### config.mk
export PLATFORM = sky130hd
export DESIGN_NAME = smpq_ctrl
export DESIGN_NICKNAME = d
export VERILOG_FILES = /design/src/rtl/smpq_pkg.sv /design/src/rtl/smpq_ctrl.sv
export SDC_FILE = /design/constraint.sdc
export NUM_CORES = 1
export LEC_CHECK = 0
export BUFFER_PORTS_ARGS = -buffer_cell sky130_fd_sc_hd__buf_2
export CAP_MARGIN = 20
export CORE_AREA = 2 2 39 41
export CTS_CLUSTER_DIAMETER = 200
export DETAILED_ROUTE_END_ITERATION = 7
export DIE_AREA = 0 0 41 43
export GPL_TIMING_DRIVEN = 0
export PLACE_DENSITY = 0.53
export SETUP_SLACK_MARGIN = 0.15
export SYNTH_ARGS = -nofsm -noshare
export SYNTH_HDL_FRONTEND = slang
export SYNTH_SLANG_ARGS = --single-unit
### constraint.sdc
create_clock -name clk -period 2.05 [get_ports clk]
set_clock_uncertainty 0.1 [all_clocks]
set_input_delay 0.1025 -clock clk [delete_from_list [all_inputs] [get_ports clk]]
set_output_delay 0.1025 -clock clk [all_outputs]
set_load 0.01 [all_outputs]
### src/rtl/smpq_pkg.sv
// ----------------------------------------------------------------------------
// smpq_pkg
// Shared types and constants for the stable min-priority queue.
// ----------------------------------------------------------------------------
package smpq_pkg;

  localparam int CAPACITY = 256;
  localparam int ADDR_W   = $clog2(CAPACITY);
  localparam int CNT_W    = ADDR_W + 1;
  localparam int COST_W   = 32;
  localparam int KEY_W    = 32;
  localparam int IN_W     = 80;
  localparam int OUT_W    = 88;

  typedef enum logic [2:0] {
    CMD_PUSH     = 3'd0,
    CMD_POP      = 3'd1,
    CMD_PEEK     = 3'd2,
    CMD_REM_ONE  = 3'd3,
    CMD_REM_ALL  = 3'd4,
    CMD_CONTAINS = 3'd5,
    CMD_TRIM     = 3'd6,
    CMD_CLEAR    = 3'd7
  } cmd_t;

  localparam logic [1:0] ST_OK      = 2'd0;
  localparam logic [1:0] ST_INVALID = 2'd1;
  localparam logic [1:0] ST_EMPTY   = 2'd2;
  localparam logic [1:0] ST_FULL    = 2'd3;

  typedef struct packed {
    logic load;
    logic scan_rd;
    logic scan_ev;
    logic push_rd;
    logic push_ev;
    logic push_place;
    logic finish;
  } ctrl_t;

  typedef struct packed {
    cmd_t op;
    logic invalid;
    logic full;
    logic empty;
    logic scan_last;
    logic pos_zero;
    logic push_gt;
  } stat_t;

endpackage

### src/rtl/smpq_ctrl.sv
// ----------------------------------------------------------------------------
// smpq_ctrl
// Sequencer for the queue: accepts a command, steps the datapath through the
// store and releases one result transaction.
// ----------------------------------------------------------------------------
module smpq_ctrl (
  input  logic           clk,
  input  logic           rst,
  input  logic           in_valid,
  output logic           in_ready,
  output logic           out_valid,
  input  logic           out_ready,
  input  smpq_pkg::stat_t st,
  output smpq_pkg::ctrl_t ctl
);
  import smpq_pkg::*;

  typedef enum logic [2:0] {
    S_IDLE, S_DISP, S_SRD, S_SEV, S_PRD, S_PEV, S_FIN
  } state_t;

  state_t state, state_next;
  logic   fin_go;

  assign in_ready = (state == S_IDLE);
  assign fin_go   = (state == S_FIN) && (!out_valid || out_ready);

  always_comb begin
    ctl        = '0;
    state_next = state;
    case (state)
      S_IDLE: begin
        if (in_valid) begin
          ctl.load   = 1'b1;
          state_next = S_DISP;
        end
      end
      S_DISP: begin
        case (st.op)
          CMD_PUSH:     state_next = (st.invalid || st.full) ? S_FIN : S_PRD;
          CMD_REM_ONE:  state_next = (st.invalid || st.empty) ? S_FIN : S_SRD;
          CMD_POP, CMD_PEEK, CMD_REM_ALL, CMD_CONTAINS:
                        state_next = st.empty ? S_FIN : S_SRD;
          default:      state_next = S_FIN;
        endcase
      end
      S_SRD: begin
        ctl.scan_rd = 1'b1;
        state_next  = S_SEV;
      end
      S_SEV: begin
        ctl.scan_ev = 1'b1;
        state_next  = (st.scan_last || st.op == CMD_PEEK) ? S_FIN : S_SRD;
      end
      S_PRD: begin
        if (st.pos_zero) begin
          ctl.push_place = 1'b1;
          state_next     = S_FIN;
        end else begin
          ctl.push_rd = 1'b1;
          state_next  = S_PEV;
        end
      end
      S_PEV: begin
        if (st.push_gt) begin
          ctl.push_ev = 1'b1;
          state_next  = S_PRD;
        end else begin
          ctl.push_place = 1'b1;
          state_next     = S_FIN;
        end
      end
      S_FIN: begin
        if (fin_go) begin
          ctl.finish = 1'b1;
          state_next = S_IDLE;
        end
      end
      default: state_next = S_IDLE;
    endcase
  end

  always_ff @(posedge clk) begin
    if (rst) begin
      state     <= S_IDLE;
      out_valid <= 1'b0;
    end else begin
      state <= state_next;
      if (fin_go) begin
        out_valid <= 1'b1;
      end else if (out_ready) begin
        out_valid <= 1'b0;
      end
    end
  end

endmodule

==> results of run 1 <==
sequential cells by signal, summed over array words and instances (netlist names):
| register | count |
|---|---|
| state | 3 |
| out_valid | 1 |
placed cells by master, fill, tap and decap left out, drive strengths merged, types with 2 or more instances in the layout:
cell type,count
nor2,4
nor3,4
clkbuf,3
nand2b,2
dfxtp,4
nor3b,2
buf,23
and2,2
inv,4
layer usage:
layer  wire [um]  vias to the layer above  GRT usage [%]
met2         321                       15           13.8
met4           0                        0           2.00
met1         349                      150           12.5
met5           0                        -              0
li1            -                      191              -
met3          74                        0           6.28
final timing paths:
path | startpoint | end | depth (start not counted)
setup / recovery | state[2] | ctl[0] | 5
hold / removal | st[3] | state[2] | 3
setup reg to reg | state[1] | state[2] | 3
hold reg to reg | out_valid | out_valid | 2
worst register-to-register path: cells and delay by family (launching register included):
kind,cells,cell delay [ps]
AO/OA/AOI/OAI,2,500
buffers and inverters,1,100
flip-flops,1,450
logic make-up after synthesis:
logic type / count (synthesis) / synth area share [%]
AOI/OAI and AO/OA: 10 / 27.4
DFF: 4 / 26.6
buffers and inverters: 6 / 9.13
and+or+nand+nor: 19 / 36.9
per-stage QoR:
stage	cells	worst slack [ps]	utilization, %	hold WS [ps]
finish	80	356	33.2	44.6
global placement	76	606	30.8	232
global route	80	288	33.2	77.3
detailed placement	76	614	30.8	235
floorplan	39	780	-	64.9
CTS	80	345	33.2	48.1
report_power, final:
part           leakage (nW)   total, W  switching (W)  internal (W)
clock                0.0138  0.0000961      0.0000307     0.0000654
sequential           0.0328   0.000104      0.0000151     0.0000894
combinational         0.181   0.000119      0.0000600     0.0000594
total                 0.228   0.000320       0.000106      0.000214
area by class of cell:
type                    count  share of cell area, %
repair buffers             22                   25.1
inverters                   4                   3.27
multi-input cells          29                   42.2
flip-flops and latches      4                   17.4
clock buffers               3                   4.90
well taps                  16                   4.36
plain buffers               2                   2.72
synthesized netlist by cell type (2+ instances only):
| master | n | area, um2 |
|---|---|---|
| sky130_fd_sc_hd__inv_1 | 2 | 7.51 |
| sky130_fd_sc_hd__nand2b_1 | 2 | 12.5 |
| sky130_fd_sc_hd__dfxtp_1 | 4 | 80.1 |
| sky130_fd_sc_hd__and2_1 | 2 | 12.5 |
| sky130_fd_sc_hd__nor3_1 | 4 | 20.0 |
| sky130_fd_sc_hd__nor3b_1 | 2 | 15.0 |
| sky130_fd_sc_hd__inv_2 | 2 | 7.51 |
| sky130_fd_sc_hd__nor2_1 | 4 | 15.0 |
what timing repair did:
action,CTS,global route
endpoints found under the hold margin,1,0
setup buffers,0,0
resized for setup,0,0
hold buffers,1,0
setup endpoints to repair,0,0
==> summary.md, run 1 <==
Clock-pin slew was measured on the worst setup and hold paths at 40 ps. The logs give 1 for the count of H-tree levels built during CTS and 39 for the post-synthesis instance total. The top cell family by delay on the critical path is simple AND/OR/NAND/NOR gates. Count of port buffers added during placement: 21. The worst setup path is captured at a primary output. Counting flops with an async set or reset pin after synthesis yields a share of 0%. The core outline area came out at 1380 um2. The run finished with clean final reports.

In this run the cell area measured after placement is 427 um2. In the final layout, the share of cells above drive strength 1 is 51.6%. The tools report the total power consumption of the routed design as 0.000320 W.

The layout overhead on the synthesized area works out to 52.3%. Worst voltage drop across the vdd grid: 0.000283 V. The critical path's slowest cell is sky130_fd_sc_hd__dfxtp_1. From bottom edge to top edge, the die measures 43 um. 22 I/O pins were placed. Among all flip-flop cells after synthesis, the most frequent one is sky130_fd_sc_hd__dfxtp_1.

After layout, the minimum clock period comes to 1690 ps. The first global-routing pass estimated 1170 um of wire. The number of inserted diodes is 0. For this block, the via count after detailed routing is 356. The via count normalized by instance count is 4.45, and the worst endpoint required time is 1850 ps. Setup violations remaining at the end of the flow were counted as 0. The initial utilization of the core area, before any placement, comes to 21.8%. The remaining antenna violation count is 0. At the pin with the least slew margin, the transition time is 368 ps. The number of rows created at floorplan came out at 14.

The die is 41 um wide. Number of max-cap violations: 0. The synthesized design contains 0 enable-type register cells. Number of buffers and inverters on the critical path: 3. The count of final max-slew check failures was 0; the average instance area after synthesis was 7.73 um2.

The leakage power was 0.228 nW; the final standard cell area without fillers was 459 um2. The mapped netlist covers 302 um2. The logs give 0 for the aggregate global routing overflow and 0 for the number of warnings reported in the yosys synthesis log.

Registers take 80.1 um2. Counting every net in the synthesized netlist gives 52. The run gives 770 ps as the register-to-register path setup slack. Counting along the longest clock path gives a buffer depth of 2. The root buffer cell was sky130_fd_sc_hd__clkbuf_4.

For the final routed database, the setup TNS stands at 0 ps. The remaining routing DRC violations is 0. The die covers 1760 um2. After layout, the worst path uses 82.6% of the clock period.

The weighted congestion reported at the end of routability-driven placement was 0.767. The min-delay analysis places its worst path in the category in -> reg. The number of clock buffers added by TritonCTS is 3. TritonCTS built the clock tree. The tools report the peak clock frequency supported by timing as 590 MHz.

The critical path goes through inv_2 > or3_4 > nor2b_1 > buf_4 > buf_2. The initial antenna violation count came out at 0. Data on the critical path arrives at its endpoint at 1490 ps. The tools report the number of endpoints with negative hold slack in the final report as 0. The latest clock arrival within the worst-skew pair was 230 ps; the maximum number of pins on one net before global-route repair was 10.

In the final design database the tool counted 79 nets. Global routing used 9.82% of the available tracks across all layers. Summed over all nets, the half-perimeter wirelength after detailed placement is 598 um. CTS saw 4 sinks. Setup repair after global routing left no endpoint under its margin.

The via count of the first global-routing pass was 323. Before antenna repair, the detailed router went through 4 iterations. For this run, the register share of the synthesized area comes to 26.6%. The worst stage delay on the critical path came out at 450 ps. The tools report the sort of element at the start of the critical path as a flop. In this run, synthesis produced a sequential element count of 4.

Headroom to the max-slew limit came out at 74.9%. The layout has 156 filler cells. The critical-path maximum fanout is 7, and the power density over the cells is 697 nW/um2. The first routing iteration left 4 violations. The setup path with the least slack is of type reg -> out. Final wirelength: 745 um. The area of the multi-input gates is 194 um2, and the wire length per cell after detailed routing is 9.31 um.

The run gives 25 as the count of different cell masters after synthesis.
Note: power is estimated with default switching activity, not from simulation.
==> inputs of run 2 (changes only) <==
--- a/config.mk
+++ b/config.mk
@@ -12,7 +12,7 @@
 export DETAILED_ROUTE_END_ITERATION = 7
 export DIE_AREA = 0 0 41 43
 export GPL_TIMING_DRIVEN = 0
-export PLACE_DENSITY = 0.53
+export PLACE_DENSITY = 0.55
 export SETUP_SLACK_MARGIN = 0.15
 export SYNTH_ARGS = -nofsm -noshare
 export SYNTH_HDL_FRONTEND = slang
==> constraint.sdc (replaced) <==
create_clock -name clk -period 1.5 [get_ports clk]
set_clock_uncertainty 0.1 [all_clocks]
set_input_delay 0.075 -clock clk [delete_from_list [all_inputs] [get_ports clk]]
set_output_delay 0.075 -clock clk [all_outputs]
set_load 0.01 [all_outputs]
==> summary.md, run 2 (synthesis gave the netlist of run 1 again) <==
The register with the most flip-flops in the layout has 3 of them. The worst path uses 101% of the clock period. Counting cells, the worst reg-to-reg path comes to 6.

The slew of the pin with the lowest slew margin was 433 ps. Among the stages of the critical path, the cell type that occurs most often is sky130_fd_sc_hd__buf_6. The final sum of negative setup slack is -12.0 ps. The worst endpoint required time came out at 1320 ps. On the critical path the largest part of the delay comes from simple AND/OR/NAND/NOR gates. Peak clock frequency supported by timing: 661 MHz. STA classifies the critical path endpoint as a primary output.

The critical path in this run is classified as reg -> out. The critical path runs through a total of 5 cells. The number of sinks on the clock net was 4. TritonCTS built the clock tree. The tools report the remaining antenna violation count as 0.

The cell count of the worst hold path is 3, and the wire length per cell after detailed routing is 10.6 um. Relative to the synthesized area, the layout overhead comes to 97.9%. Among all stages on the critical path, the largest delay is contributed by sky130_fd_sc_hd__or3_4.

The final wirelength is 909 um, and the critical-path maximum fanout is 2. The via count of the first global-routing pass was 351. The iteration-0 DRC count of the detailed router came out at 2. On the worst path, the slowest cell contributes a delay of 380 ps.

The initial antenna violation count came out at 0. The total number of vias is 405. Counting the fill cells in the layout gives 149.

Entering global routing, the biggest net connects 8 pins. For the headroom to the max-slew limit, the log shows 71.0%. Count of H-tree levels built during CTS: 1.

The latest clock arrival within the worst-skew pair is 240 ps. The flow ran to the end, but the final reports show violations. In the routed design, unresolved DRC markers number 0. The clock slew at the register clock pins of the worst setup and hold paths is 40 ps.

The logs give 0.804 for the weighted congestion reported at the end of routability-driven placement and 1 for the number of failing setup endpoints in the final timing report. The count of final max-slew check failures was 0; the power density over the cells was 924 nW/um2. The total clock buffers created by CTS is 3, and the area of the multi-input gates is 251 um2.

During placement, the flow inserted port buffers numbering 21. The register-to-register path setup slack was 170 ps. Final hold analysis gives a worst-case slack of 40.2 ps. The maximum buffer depth of the clock tree is 2.

The final critical-path required period is 1510 ps, and the ratio of cells with drive above 1 in the final layout is 67.1%. state holds more flip-flops than any other register. The repair_antennas step left the layout with diodes totalling 0. The type of the tightest min-delay check was in -> reg. The run gives 1350 um as the global-route wire length before repair. Pin placement for this block handled 22 I/O pins.

The final reports fail on negative setup slack. The number of endpoints with negative hold slack in the final report came out at 0. After detailed routing, the number of vias per cell comes to 4.71. Prior to clock tree synthesis, the placed netlist has a worst setup slack of 88.6 ps.

The chip width was 41 um. Leaving out fill and tap cells, the most frequent cells in the layout are sky130_fd_sc_hd__buf_2 (20), sky130_fd_sc_hd__buf_6 (6), sky130_fd_sc_hd__nor2_1 (4). In the final layout, the registers with the most flip-flops are state: 3 flops, out_valid: 1 flops. Root buffer cell: sky130_fd_sc_hd__clkbuf_4. The floorplan step defined a die boundary enclosing 1760 um2. The floorplan step set the die height to 43 um.

The first TritonRoute pass finished after 4 iterations. The core region is 1380 um2. In the final layout, flip-flops and latches occupy 87.6 um2. After the last flow step, the layout net total stands at 85. The run gives 21.8% as the effective utilization at floorplan. For the final setup slack of the worst path, the log shows -12.0 ps. STA classifies the critical path startpoint as a flop. Together, buffers and inverters on the worst path number 3. The tool flagged a number of max-cap violations equal to 0. The run gives 0 as the aggregate global routing overflow. Setup repair after global routing could not meet its margin everywhere. Across the VDD grid, the largest voltage drop is 0.000354 V. The library cell used most frequently in the layout, excluding fill and tap cells, is sky130_fd_sc_hd__buf_2.

In this run the static leakage power is 0.278 nW. The number of rows created at floorplan is 14, and the total half-perimeter wirelength after legalization and detailed placement is 601 um. The signal on the critical path passes through buf_6 > or3_4 > nor2b_1 > buf_4 > buf_6.

Data arrives at the worst endpoint at 1340 ps. The tools report the aggregate global-route resource usage as 11.4%.
[run 2: changes by cell type in the layout (fill, tap and decap cells not counted), sizes merged]
cell / previous run / this run
buf: 23 / 29
[run 2: final timing paths]
path	to	from
worst min-delay path	state[2]	st[3]
worst max-delay path	ctl[0]	state[0]
worst min register to register	out_valid	out_valid
worst max register to register	state[1]	state[0]
[run 2: final cells by class]
class | count | share of cell area [%]
Buffer | 2 | 3.14
Clock buffer | 3 | 3.77
Inverter | 4 | 2.52
Multi-Input combinational cell | 29 | 42.1
Sequential cell | 4 | 14.7
Tap cell | 16 | 3.35
Timing Repair Buffer | 28 | 30.4
[run 2: stage by stage]
step,instance area [um2],total power (W),std cells,util [%]
after floorplan,302,0.000243,39,-
after global placement,427,0.000306,76,30.8
after detailed placement,427,0.000307,76,30.8
after CTS,546,0.000521,85,39.4
after global routing,597,0.000593,86,43.1
final,597,0.000552,86,43.1
[run 2: repair_timing]
item / 4_1_cts / 5_1_grt
endpoints found under the setup margin: 4 / 7
gates resized for setup: 13 / 9
pin swaps: 2 / 7
endpoints found under the hold margin: 3 / 0
setup buffers: 5 / 1
hold buffers: 1 / 0
[run 2: where the power goes]
part | leakage, nW | internal, W | total (W) | switching, W
Clock | 0.0138 | 0.0000897 | 0.000136 | 0.0000468
Sequential | 0.0342 | 0.000126 | 0.000138 | 0.0000125
Combinational | 0.230 | 0.000146 | 0.000277 | 0.000131
[run 2: worst reg2reg max path, stage by stage (launching register included)]
cell and delay, ps:
sky130_fd_sc_hd__dfxtp_1 300, sky130_fd_sc_hd__buf_6 110, sky130_fd_sc_hd__buf_6 130, sky130_fd_sc_hd__and2b_2 200, sky130_fd_sc_hd__buf_4 130, sky130_fd_sc_hd__a21bo_2 180, sky130_fd_sc_hd__a31oi_1 70
[run 2: per-layer routing]
metal	share of wire (%)	global-route usage [%]	routed length, um	up-vias
met5	0	0	0	-
met4	0.88	2.00	8	0
met3	5.9	6.28	54	2
met2	50	17.8	459	16
met1	43	13.4	387	183
li1	-	-	-	204
==> inputs of run 3 (changes only) <==
--- a/config.mk
+++ b/config.mk
@@ -5,6 +5,8 @@
 export SDC_FILE = /design/constraint.sdc
 export NUM_CORES = 1
 export LEC_CHECK = 0
+export ABC_AREA = 1
+export ABC_CLOCK_PERIOD_IN_PS = 1500
 export BUFFER_PORTS_ARGS = -buffer_cell sky130_fd_sc_hd__buf_2
 export CAP_MARGIN = 20
 export CORE_AREA = 2 2 39 41
@@ -12,7 +14,7 @@
 export DETAILED_ROUTE_END_ITERATION = 7
 export DIE_AREA = 0 0 41 43
 export GPL_TIMING_DRIVEN = 0
-export PLACE_DENSITY = 0.55
+export PLACE_DENSITY = 0.57
 export SETUP_SLACK_MARGIN = 0.15
 export SYNTH_ARGS = -nofsm -noshare
 export SYNTH_HDL_FRONTEND = slang
==> summary.md, run 3 <==
The routed design has 845 um of wire. The largest registers in the layout are state: 3 flops, out_valid: 1 flops. The floorplan step defined a die boundary enclosing 1760 um2. The number of warnings reported in the yosys synthesis log is 0, and the wire length per cell after detailed routing is 8.37 um.

The first global-routing pass estimated 1210 um of wire. After the last flow step, the layout net total stands at 100. Row generation in the floorplan step produced 14 rows. Data arrives at the worst endpoint at 1120 ps. The initial antenna violation count is 0, and the remaining routing DRC violations is 0. The post-synthesis instance total came out at 58. The logs give 22 for the number of top-level design ports and 0 for the count of final max-slew check failures. Height of the die: 43 um. In the layout the commonest cells are sky130_fd_sc_hd__buf_2 (20), sky130_fd_sc_hd__nand2_1 (11), sky130_fd_sc_hd__inv_1 (10). Chip width: 41 um. The flow ran to the end, and the final reports show no timing, DRC or antenna violations.

Leaving out fill and tap cells, the most frequent cell in the layout is sky130_fd_sc_hd__buf_2. In this run the static leakage power is 0.309 nW. The aggregate global-route resource usage is 10.1%, and the fraction of registers with async set/reset is 0%. The initial utilization of the core area, before any placement, comes to 24.0%. The ratio of cells with drive above 1 in the final layout is 47.1%.

The total clock buffers created by CTS is 3. The count of different cell masters after synthesis was 17; the area of the mapped netlist was 332 um2. Setup repair after global routing left no endpoint under its margin. Yosys mapped a number of flops with a built-in enable equal to 0. For the number of failing setup endpoints in the final timing report, the log shows 0.

More flip-flops sit in one register than any other, and that register is state. The layout overhead on the synthesized area is 60.0%. In this run the cell area measured after placement is 457 um2. For the headroom to the max-slew limit, the log shows 84.7%. The final route contains 431 vias. Entering global routing, the biggest net connects 9 pins. TritonCTS built the clock tree.

The number of sinks on the clock net is 4, and the met3 usage is 2.62%. Before antenna repair, the detailed router went through 4 iterations. Final hold analysis gives a worst-case slack of 61.3 ps. The worst setup path is of the reg -> out kind. The fraction of post-synthesis cell area in the top cell type by area is 24.2%, and the met2 routing resource usage after global routing is 14.7%. The average instance area after synthesis is 5.72 um2, and the number of flip-flops under the largest register name is 3. The commonest cells after synthesis are sky130_fd_sc_hd__nand2_1 (11), sky130_fd_sc_hd__inv_1 (10), sky130_fd_sc_hd__nor2_1 (9), sky130_fd_sc_hd__nand3_1 (5), sky130_fd_sc_hd__dfxtp_1 (4).

The first routing iteration left 12 violations. The number of inserted diodes came out at 0. The type of the tightest min-delay check was in -> reg.

Sort of element at the start of the critical path: a flop. Worst endpoint required time: 1320 ps. After clock tree synthesis, the clock-pin slew on the worst setup and hold paths is 40 ps. For the met1 usage in global routing, the log shows 11.6%. Timing would allow up to 769 MHz. Summed over all layers, the global routing overflow is 0. Ranked by total cell area, the synthesized netlist is headed by sky130_fd_sc_hd__dfxtp_1 (24%), sky130_fd_sc_hd__nand2_1 (12%), sky130_fd_sc_hd__inv_1 (11%).

The worst voltage drop across the vdd grid is 0.000441 V. The latest clock arrival within the worst-skew pair came out at 230 ps. The final critical-path required period was 1300 ps; the part of the Yosys area used for sequential elements was 24.2%. Counting flops and latches in the post-synthesis netlist gives 4. For the remaining antenna violation count, the log shows 0. The busiest layer in global routing was met2. Dividing total power by cell area gives a power density of 1610 nW/um2.

In the final timing run, aggregate negative setup slack is 0 ps. The number of endpoints with negative hold slack in the final report is 0. Yosys instantiated no cell more often than sky130_fd_sc_hd__nand2_1. The critical path capture point type was a primary output. Of all nets on the critical path, the largest fanout is 7. The weighted congestion reported at the end of routability-driven placement was 0.723. The synthesized design spends more area on one cell type than any other, namely sky130_fd_sc_hd__dfxtp_1. Flip-flop cell with the highest count after synthesis: sky130_fd_sc_hd__dfxtp_1. Utilization after layout: 38.3%. The number of max-cap violations is 0, and the final standard cell area without fillers is 531 um2.

The clock passes through at most 2 buffers. The slew of the pin with the lowest slew margin came out at 229 ps. The cell sitting at the root of the clock tree is a sky130_fd_sc_hd__clkbuf_4. The final critical-path share of the clock period was 86.6%; the number of nets produced by synthesis was 71. The floorplan step defined a core boundary enclosing 1380 um2. The via count of the first global-routing pass came out at 347. The count of port buffers added during placement is 21. Via count normalized by instance count: 4.27. Count of H-tree levels built during CTS: 1. The run gives 200 ps as the final setup slack of the worst path. Detailed placement finished with a half-perimeter wire length of 658 um. Prior to clock tree synthesis, the placed netlist has a worst setup slack of 349 ps.
run 3: cell types whose count changed in the layout (fill, tap and decap cells not counted), sizes merged, moves of 3 or more:
cell	delta
nand3	+5
nand2	+11
nor3	-3
buf	-5
nor2	+7
inv	+9
run 3: cell families after synthesis:
logic type	count (synthesis)	share of synthesized area (%)
AND/OR/NAND/NOR	34	48.7
flip-flops	4	24.2
AO/OA/AOI/OAI	6	10.2
buffers and inverters	14	17.0
run 3: path summary, 6_finish.rpt:
kind	start	end	slack, ps	depth (start not counted)
max	state[1]	ctl[0]	200	4
min	st[1]	state[0]	60	3
max reg2reg	state[1]	state[2]	350	7
min reg2reg	state[2]	state[0]	470	3
run 3: worst max-delay path: stages, from the launching register on:
cell                      delay [ps]
sky130_fd_sc_hd__dfxtp_4         380
sky130_fd_sc_hd__inv_6            50
sky130_fd_sc_hd__nor4_2          230
sky130_fd_sc_hd__buf_4           140
sky130_fd_sc_hd__buf_6            90
run 3: what timing repair did:
| item | 4_1_cts | 5_1_grt |
|---|---|---|
| setup endpoints to repair | 1 | 3 |
| gates cloned | 0 | 0 |
| gates resized for setup | 1 | 9 |
| hold buffers | 1 | 0 |
| pin swaps | 0 | 1 |
| endpoints found under the hold margin | 2 | 0 |
| setup buffers | 0 | 2 |
run 3: routing by layer:
metal  routed length [um]  up-vias  share of wire (%)
li1                     -      239                  -
met1                  379      178                 45
met2                  408       14                 48
met3                   57        0                6.7
met4                    0        0                  0
met5                    0        -                  0
run 3: layout make-up:
type	instances	area, um2
Inverter	13	56.3
Buffer	1	7.51
Timing Repair Buffer	24	136
Multi-Input combinational cell	40	201
Tap cell	16	20.0
Clock buffer	3	22.5
Sequential cell	4	86.3
Fill cell	165	853
run 3: per-stage QoR:
step / instances / total power (W)
CTS: 99 / 0.000778
floorplan: 58 / 0.000499
global placement: 95 / 0.000631
detailed placement: 95 / 0.000636
global route: 101 / 0.000941
finish: 101 / 0.000856
run 3: power breakdown:
part | total [W] | internal (W) | switching (W)
Combinational | 0.000500 | 0.000211 | 0.000289
Sequential | 0.000223 | 0.000161 | 0.0000614
Clock | 0.000133 | 0.0000895 | 0.0000431
